File: src/hdl/joystick_radial_deadzone_macros.svh
// Assertion macros shared by the deadzone block.
`ifndef JOYSTICK_RADIAL_DEADZONE_MACROS_SVH
`define JOYSTICK_RADIAL_DEADZONE_MACROS_SVH
// Assert that an antecedent implies a consequent in the same cycle.
`define JRD_ASSERT_IMP(label, clk, rst_n, ante, cons) \
  label: assert property (@(posedge clk) disable iff (!rst_n) (ante) |-> (cons)) \
    else $error("assertion failed");
// Assert that an antecedent implies a consequent in the next cycle.
`define JRD_ASSERT_NEXT(label, clk, rst_n, ante, cons) \
  label: assert property (@(posedge clk) disable iff (!rst_n) (ante) |=> (cons)) \
    else $error("assertion failed");
`endif

File: src/hdl/jrd_pkg.sv
// Package with widths and constants of the radial deadzone block.
package jrd_pkg;
  localparam int AxisBits = 16;
  localparam int FracBits = AxisBits - 1;
  localparam int Mag2Bits = 2 * AxisBits;
  localparam int MagBits  = AxisBits + 1;
  localparam int NumBits  = AxisBits + MagBits;
  localparam int DenBits  = AxisBits + MagBits;
  localparam int SqrtSteps = Mag2Bits / 2;
  localparam int StepBits  = $clog2(SqrtSteps);
  localparam int DivSteps  = FracBits + 1;
  localparam int AddrBits  = 2;
  localparam logic [AddrBits-1:0] RegDeadzone = '0;
endpackage

File: src/hdl/jrd_div_stage.sv
// One pipelined step of the restoring fraction divider.
module jrd_div_stage import jrd_pkg::*; (
  input  logic [DenBits:0]   rem_i,
  input  logic [DenBits-1:0] den_i,
  input  logic [FracBits:0]  q_i,
  output logic [DenBits:0]   rem_o,
  output logic [FracBits:0]  q_o
);
  logic [DenBits+1:0] sh;

  // Shift the remainder in and subtract the divisor when it fits.
  always_comb begin
    sh = {rem_i, 1'b0};
    if (sh >= {2'b00, den_i}) begin
      rem_o = (DenBits+1)'(sh - {2'b00, den_i});
      q_o   = {q_i[FracBits-1:0], 1'b1};
    end else begin
      rem_o = sh[DenBits:0];
      q_o   = {q_i[FracBits-1:0], 1'b0};
    end
  end
endmodule

File: config.mk
export PLATFORM = sky130hd
export DESIGN_NAME = jrd_div_stage
export DESIGN_NICKNAME = d
export VERILOG_FILES = /design/src/hdl/joystick_radial_deadzone_macros.svh /design/src/hdl/jrd_pkg.sv /design/src/hdl/jrd_div_stage.sv
export SDC_FILE = /design/constraint.sdc
export NUM_CORES = 1
export LEC_CHECK = 0
export ABC_AREA = 1
export BUFFER_PORTS_ARGS = -buffer_cell sky130_fd_sc_hd__buf_4
export CORE_MARGIN = 2
export CORE_UTILIZATION = 30
export DETAILED_ROUTE_END_ITERATION = 7
export PLACE_DENSITY = 0.56
export SYNTH_ARGS = -nofsm -noshare
export SYNTH_HDL_FRONTEND = slang
export SYNTH_SLANG_ARGS = --single-unit
File: constraint.sdc
create_clock -name vclk -period 1.9
set_input_delay 0.19 -clock vclk [all_inputs]
set_output_delay 0.19 -clock vclk [all_outputs]
set_load 0.02 [all_outputs]
==> metrics.yaml <==
power:
  power.switching_w: 0.001238
  power_frac_comb: 1.000
  power.total_w: 0.002442
  p_clk_frac: 0
  ir_worst_vdd_v: 0.0002168
  intPower_w: 0.001204
  switching_share: 0.5069
  p_per_area_nw_per_um2: 390.0
  power.leakage_nw: 3.361
  pwr-share-seq: 0
job:
  cap_violations: 0
routing:
  drc: 0
  routed_wl_mm: 13.34
  drt_iter0_markers: 147
  vias: 4513
  wl_per_cell_um: 13.38
  dr.pass1.iters: 5
  ant_nets: 0
  drt-vias-per-instance: 4.527
timing:
  slew_headroom: 0.8334
  fin_hold_ws_ps: 380.0
  slew_violations: 0
  rsz0062_at_grt: "yes"
  fmax_mhz: 467.3
  setup_violations: 35
  fin_crit_ps: 2140
  final.period_utilization: 1.126
  tightest_slew_ps: 249.1
  hold_viol: 0
  fin_ws_ps: -239.9
global_routing:
  globalRouteTotalUtil: 0.2101
  grt_max_degree: 20
  grt_pass1_vias: 4295
  antenna_found_initial: 0
  grt_first_pass_wirelength_mm: 19.89
  gr-total-overflow: 0
setup_path:
  worst_path_most_repeated_cell: "nand2_1"
  worstPathCellList: "buf_6 > ha_4 > nand2_4 > nor2_4 > nand4_1 > nor2_1 > nand2_1 > nand3_2 > nor2_4 > nand2_8 > inv_8 > clkbuf_16 > nand2_1 > nand2_1 > buf_6"
  slowest_stage: "ha_4"
  worst_ep_arrival_time_ps: 1950
  worstSetupStartpointType: "primary input"
  critPathTopFamily: "simple AND/OR/NAND/NOR gates"
  required_ps: 1710
  crit_path_max_incr_delay_ps: 300
  critical_path_class: "primary input to output port"
  cp.buffers_inverters: 4
  crit_path_max_fanout: 9
  endpoint_kind: "output port"
run_status:
  status: "complete, but fails checks"
  violations: "negative setup slack"
layout:
  antenna_cells: 0
  nNetsFinal: 980
  fin_util: 0.6093
  nClkBuffers: 0
  fin_cells: 997
  nFlopsAndLatches: 0
  regArea_sq_um: 0
  drive_gt1_frac: 0.5134
  syn_to_final_growth_pct: 97.98
  final_area_sq_um: 6262
die:
  dieArea_sq_um: 11380
  die_w_um: 106.7
  fp-row-count: 37
  die_h_um: 106.7
  core_sq_um: 10280
  pin_count: 133
  initial_core_util: 0.3078
synth:
  synth_cells: 659
  yosysWarnings: 0
  yosysSeqAreaShare: 0
  yosysTopAreaCell: "nand2_1"
  synth_top_cell_area_share: 0.3572
  synth_common_cells: "301 x nand2_1, 132 x inv_1, 53 x nor2_1"
  netlist_area_sq_um: 3163
  syn_area_per_cell_sq_um: 4.800
  synthTopCellsByArea: "nand2_1 36%, inv_1 16%, ha_1 13%"
  synth_cell_types: 26
  synth.most_common_cell: "nand2_1"
  syn-num-nets: 776
placed_design:
  dp_cells: 972
  post_dp_cell_area_sq_um: 4681
  place_congestion: 0.8974
  hpwl_mm: 9.947
  port-buffer-count: 102
clock_network:
  postCtsHoldBufs: 0
hold_path:
  hold_path.class: "primary input to output port"
==> stage by stage <==
stage	TNS, ps	setup slack (ps)
after global placement	-11610	-459.3
after global routing	-9265	-304.6
after detailed placement	-11800	-402.0
after CTS	-5362	-181.5
after floorplan	0	20.66
final	-7025	-239.9
==> path summary, 6_finish.rpt <==
check                     from   endpoint  slack [ps]  cells after the start
worst max-delay path  rem_i[5]  rem_o[14]        -240                     15
worst min-delay path    q_i[9]    q_o[10]         380                      0
==> area by class of cell <==
type | instances | area, sq um
Fill cell | 1011 | 4015
Multi-Input combinational cell | 505 | 3565
Timing Repair Buffer | 223 | 2006
Inverter | 133 | 521.8
Tap cell | 136 | 170.2
==> layer usage <==
metal | wire [um] | up-vias | track usage
li1 | - | 2367 | -
met1 | 5987 | 2032 | 0.2906
met2 | 6725 | 99 | 0.3831
met3 | 493 | 15 | 0.003040
met4 | 129 | 0 | 0.01020
met5 | 0 | - | 0
==> power groups by stage <==
stage	Sequential (W)	Combinational, W	Clock [W]
CTS	0	0.00220	0
detailed placement	0	0.00177	0
global placement	0	0.00176	0
finish	0	0.00244	0
floorplan	0	0.00100	0
global route	0	0.00263	0
==> cell usage in the layout, fill, tap and decap left out, drive strengths merged, types with 3 or more instances in the layout <==
master,netlist,final
nand4,3,3
nand2,304,304
nor2,57,57
a21oi,25,25
xor2,14,14
o21bai,4,4
nand3b,10,10
inv,133,133
ha,33,33
clkbuf,0,4
nor3,6,6
nand3,38,38
buf,21,219
==> what timing repair did <==
| item | CTS | global route |
|---|---|---|
| cloned | 1 | 4 |
| endpoints found under the setup margin | 35 | 35 |
| gates resized for setup | 193 | 121 |
| buffers inserted | 9 | 11 |
| endpoints found under the hold margin | 0 | 0 |
| pin swaps | 21 | 33 |
==> logic make-up (layout without fill, tap and decap cells) <==
kind of cell | after synthesis | in the layout | share of synthesized area
compound gates | 34 | 34 | 0.06052
fa+ha+maj | 34 | 34 | 0.1369
buf+inv | 154 | 356 | 0.2144
xor+xnor | 16 | 16 | 0.04431
simple gates | 421 | 421 | 0.5439
Note: power is estimated with default switching activity, not from simulation.
