### config.mk
export PLATFORM = sky130hd
export DESIGN_NAME = jrd_sqrt_stage
export DESIGN_NICKNAME = d
export VERILOG_FILES = /design/src/hdl/joystick_radial_deadzone_macros.svh /design/src/hdl/jrd_pkg.sv /design/src/hdl/jrd_sqrt_stage.sv
export SDC_FILE = /design/constraint.sdc
export NUM_CORES = 1
export LEC_CHECK = 0
export ABC_AREA = 1
export BUFFER_PORTS_ARGS = -buffer_cell sky130_fd_sc_hd__buf_2
export CORE_ASPECT_RATIO = 0.8
export CORE_MARGIN = 5
export CORE_UTILIZATION = 45
export DETAILED_ROUTE_END_ITERATION = 16
export GPL_ROUTABILITY_DRIVEN = 0
export GPL_TIMING_DRIVEN = 1
export PLACE_DENSITY = 0.67
export SLEW_MARGIN = 0
export SYNTH_ARGS = -nofsm -noshare
export SYNTH_HDL_FRONTEND = slang
export SYNTH_SLANG_ARGS = --single-unit
### constraint.sdc
create_clock -name vclk -period 8.81
set_clock_uncertainty 0.15 [all_clocks]
set_input_delay 1.762 -clock vclk [all_inputs]
set_output_delay 1.762 -clock vclk [all_outputs]
set_load 0.1 [all_outputs]
### src/hdl/joystick_radial_deadzone_macros.svh
// Assertion macros shared by the deadzone block.
`ifndef JOYSTICK_RADIAL_DEADZONE_MACROS_SVH
`define JOYSTICK_RADIAL_DEADZONE_MACROS_SVH
// Assert that an antecedent implies a consequent in the same cycle.
`define JRD_ASSERT_IMP(label, clk, rst_n, ante, cons) \
  label: assert property (@(posedge clk) disable iff (!rst_n) (ante) |-> (cons)) \
    else $error("assertion failed");
// Assert that an antecedent implies a consequent in the next cycle.
`define JRD_ASSERT_NEXT(label, clk, rst_n, ante, cons) \
  label: assert property (@(posedge clk) disable iff (!rst_n) (ante) |=> (cons)) \
    else $error("assertion failed");
`endif

### src/hdl/jrd_pkg.sv
// Package with widths and constants of the radial deadzone block.
package jrd_pkg;
  localparam int AxisBits = 16;
  localparam int FracBits = AxisBits - 1;
  localparam int Mag2Bits = 2 * AxisBits;
  localparam int MagBits  = AxisBits + 1;
  localparam int NumBits  = AxisBits + MagBits;
  localparam int DenBits  = AxisBits + MagBits;
  localparam int SqrtSteps = Mag2Bits / 2;
  localparam int StepBits  = $clog2(SqrtSteps);
  localparam int DivSteps  = FracBits + 1;
  localparam int AddrBits  = 2;
  localparam logic [AddrBits-1:0] RegDeadzone = '0;
endpackage

### src/hdl/jrd_sqrt_stage.sv
// One pipelined step of the restoring integer square root.
module jrd_sqrt_stage import jrd_pkg::*; (
  input  logic [StepBits-1:0] step_i,
  input  logic [Mag2Bits-1:0] rem_i,
  input  logic [MagBits-1:0]  root_i,
  output logic [Mag2Bits-1:0] rem_o,
  output logic [MagBits-1:0]  root_o
);
  logic [Mag2Bits+1:0] trial;
  logic [Mag2Bits+1:0] bitv;

  // Digit-by-digit root: try root*2^(k+1)+4^k against the remainder.
  always_comb begin
    bitv  = (Mag2Bits+2)'(1) << {step_i, 1'b0};
    trial = ((Mag2Bits+2)'(root_i) << ({1'b0, step_i} + 1'b1)) + bitv;
    if ({2'b00, rem_i} >= trial) begin
      rem_o  = rem_i - trial[Mag2Bits-1:0];
      root_o = root_i | (MagBits'(1) << step_i);
    end else begin
      rem_o  = rem_i;
      root_o = root_i;
    end
  end
endmodule

==> results.ini <==
[sta]
tightestPinTransition_ns=0.7161
setup_tns_ns=0
rsz0062_at_grt=yes
maxSlewHeadroom=0.5219
final-hold-violation-count=0
setup_ws_ns=0.1633
finalCritPeriodShare=0.9815
final_max_slew_viol_count=0
fmax_mhz=115.7
setup_viol_count_final=0
finalCriticalPeriod_ns=8.647

[setup_path]
worstPathArrival_ns=6.73
crit_required_ns=6.90
cp.depth=37
worstSetupStartpointType=input pin
crit_path_end_kind=output port
crit_path_end=rem_o[22]
cpLargestDelayFamily=simple AND/OR/NAND/NOR gates
crit_start=step_i[0]
cp_max_fo=9
cp_slowest_cell=ha_4
worst_path_most_repeated_cell=nand2_1
crit_type=in -> out
max_stage_delay_ns=0.35
critPathBufInv=10

[detailed_routing]
drt_iter0_markers=846
ant_nets=0
drtPass1Iterations=5
wl_per_cell_um=15.40
vias=7526
drc=0
wl_um=20630
vias_per_cell=5.616

[final_layout]
diodes=0
clkbuf_count=0
drive_gt1_frac=0.2652
seqCellArea_um2=0
syn_to_final_growth_pct=44.98
final_nets=1299
design.seq.count=0

[synthesis]
syn_inst=1041
synth_area_per_cell_um2=5.272
yosys_warnings=0
yosysMostFrequentCell=nand2_1
seq_area_frac_synth=0
synth.top_cells.by_area=nand2_1 (21%), nand3_1 (13%), ha_1 (13%), inv_1 (9.0%), nor2_1 (6.0%)
synth_top_area_frac=0.2107
ys_types=43
syn-num-nets=1150
yosys-top-cells-count=nand2_1 (308), nand3_1 (141), inv_1 (132)
synth_area_um2=5488
synth_top_cell_by_area=nand2_1

[die]
rows=36
core_um2=12070
die_x_um=133.5
dieArea_um2=14520
die_y_um=108.8
initial_core_util=0.4546
ios=102

[grt]
use_met3=0.03321
top_usage_layer=met2
grt.met1_usage=0.3726
track_usage=0.2537
grt_max_degree=35
grt_pass1_wl_um=31470
grtUsageMet2=0.4174
grt_pass1_vias=6568
grt.overflow.total=0
antenna_found_initial=0

[power]
pwr-share-clk=0
swShare=0.6424
combPwrFrac=1.000
peakVddDrop_mv=0.1744
pwr-share-seq=0
p_int_uw=519.2
power.switching_uw=932.6
p_per_area_nw_per_um2=182.5
leakagePower_uw=0.004128

[hold_path]
min_path_type=in -> out
holdCritStartpoint=root_i[6]

[placement]
dp_hpwl_um=16210
io_buffer_count=102
pre_cts_ws_ns=-0.2118

[outcome]
status=completed

[flow_run]
max_cap_viol_count=0

[cell type report]
type                       count  area [um^2]
fill                        1133         4115
inverter                     139        529.3
multi-input combinational    871         5315
timing repair inverter         1        8.758
timing repair buffer         177         1913
tap                          152        190.2
[cells by family after synthesis]
| group | Yosys count | synth area share |
|---|---|---|
| compound gates | 161 | 0.1794 |
| fa+ha+maj | 56 | 0.1290 |
| simple gates | 603 | 0.4793 |
| xor+xnor | 51 | 0.08140 |
| buf+inv | 170 | 0.1309 |
[cells in the final DEF, fill, tap and decap left out, drive strengths merged, types with 2 or more instances in the layout]
| cell type | synthesis | layout |
|---|---|---|
| nand2 | 321 | 321 |
| buf | 26 | 172 |
| nand3 | 145 | 145 |
| inv | 138 | 139 |
| nor2 | 92 | 92 |
| ha | 55 | 55 |
| a21oi | 49 | 49 |
| o21ai | 43 | 43 |
| o21bai | 39 | 39 |
| xor2 | 32 | 32 |
| nand4 | 23 | 23 |
| xnor2 | 19 | 19 |
| nor3 | 17 | 17 |
| clkbuf | 5 | 5 |
| o22ai | 4 | 4 |
| a21o | 4 | 4 |
| o21a | 4 | 4 |
| nor4 | 4 | 4 |
| a21boi | 4 | 4 |
| a31oi | 3 | 3 |
| o221ai | 3 | 3 |
| o31ai | 2 | 2 |
[power groups by stage]
| stage | registers, uW | logic [uW] | clock network, uW |
|---|---|---|---|
| finish | 0 | 1450 | 0 |
| global route | 0 | 1530 | 0 |
| global placement | 0 | 1350 | 0 |
| floorplan | 0 | 934 | 0 |
| detailed placement | 0 | 1360 | 0 |
| CTS | 0 | 1360 | 0 |
[timing repair]
action,CTS,global route
hold buffers,0,0
setup buffers,0,19
pin swaps,0,55
endpoints found under the hold margin,0,0
gates resized for setup,3,88
cloned,0,5
setup endpoints to repair,48,48
[stage by stage]
step | util | instances | area (um^2) | hold slack (ns) | total power (uW)
after global placement | 0.6125 | 1316 | 7393 | 3.760 | 1354
final | 0.6591 | 1340 | 7956 | 3.758 | 1452
after floorplan | - | 1041 | 5753 | 3.586 | 933.7
after detailed placement | 0.6125 | 1316 | 7393 | 3.757 | 1360
after CTS | 0.6127 | 1316 | 7396 | 3.757 | 1364
after global routing | 0.6591 | 1340 | 7956 | 3.776 | 1530
[tightest hold or removal path: cells and delay by family]
kind          cells  cell delay [ns]
buf+inv           3             0.30
simple gates      1             0.07
[worst min-delay path by stage]
stage,to,slack (ns),cells past startpoint
after floorplan,root_o[16],3.59,1
after global placement,root_o[9],3.76,4
after detailed placement,root_o[9],3.76,4
after CTS,root_o[9],3.76,4
after global routing,root_o[6],3.78,4
final,root_o[6],3.76,4
[per-layer routing]
layer  part of all wire  wire, um
met5                  0         0
met4             0.0083       172
met3               0.10      2135
met2               0.43      8970
met1               0.45      9356
(Power assumes the default switching activity.)
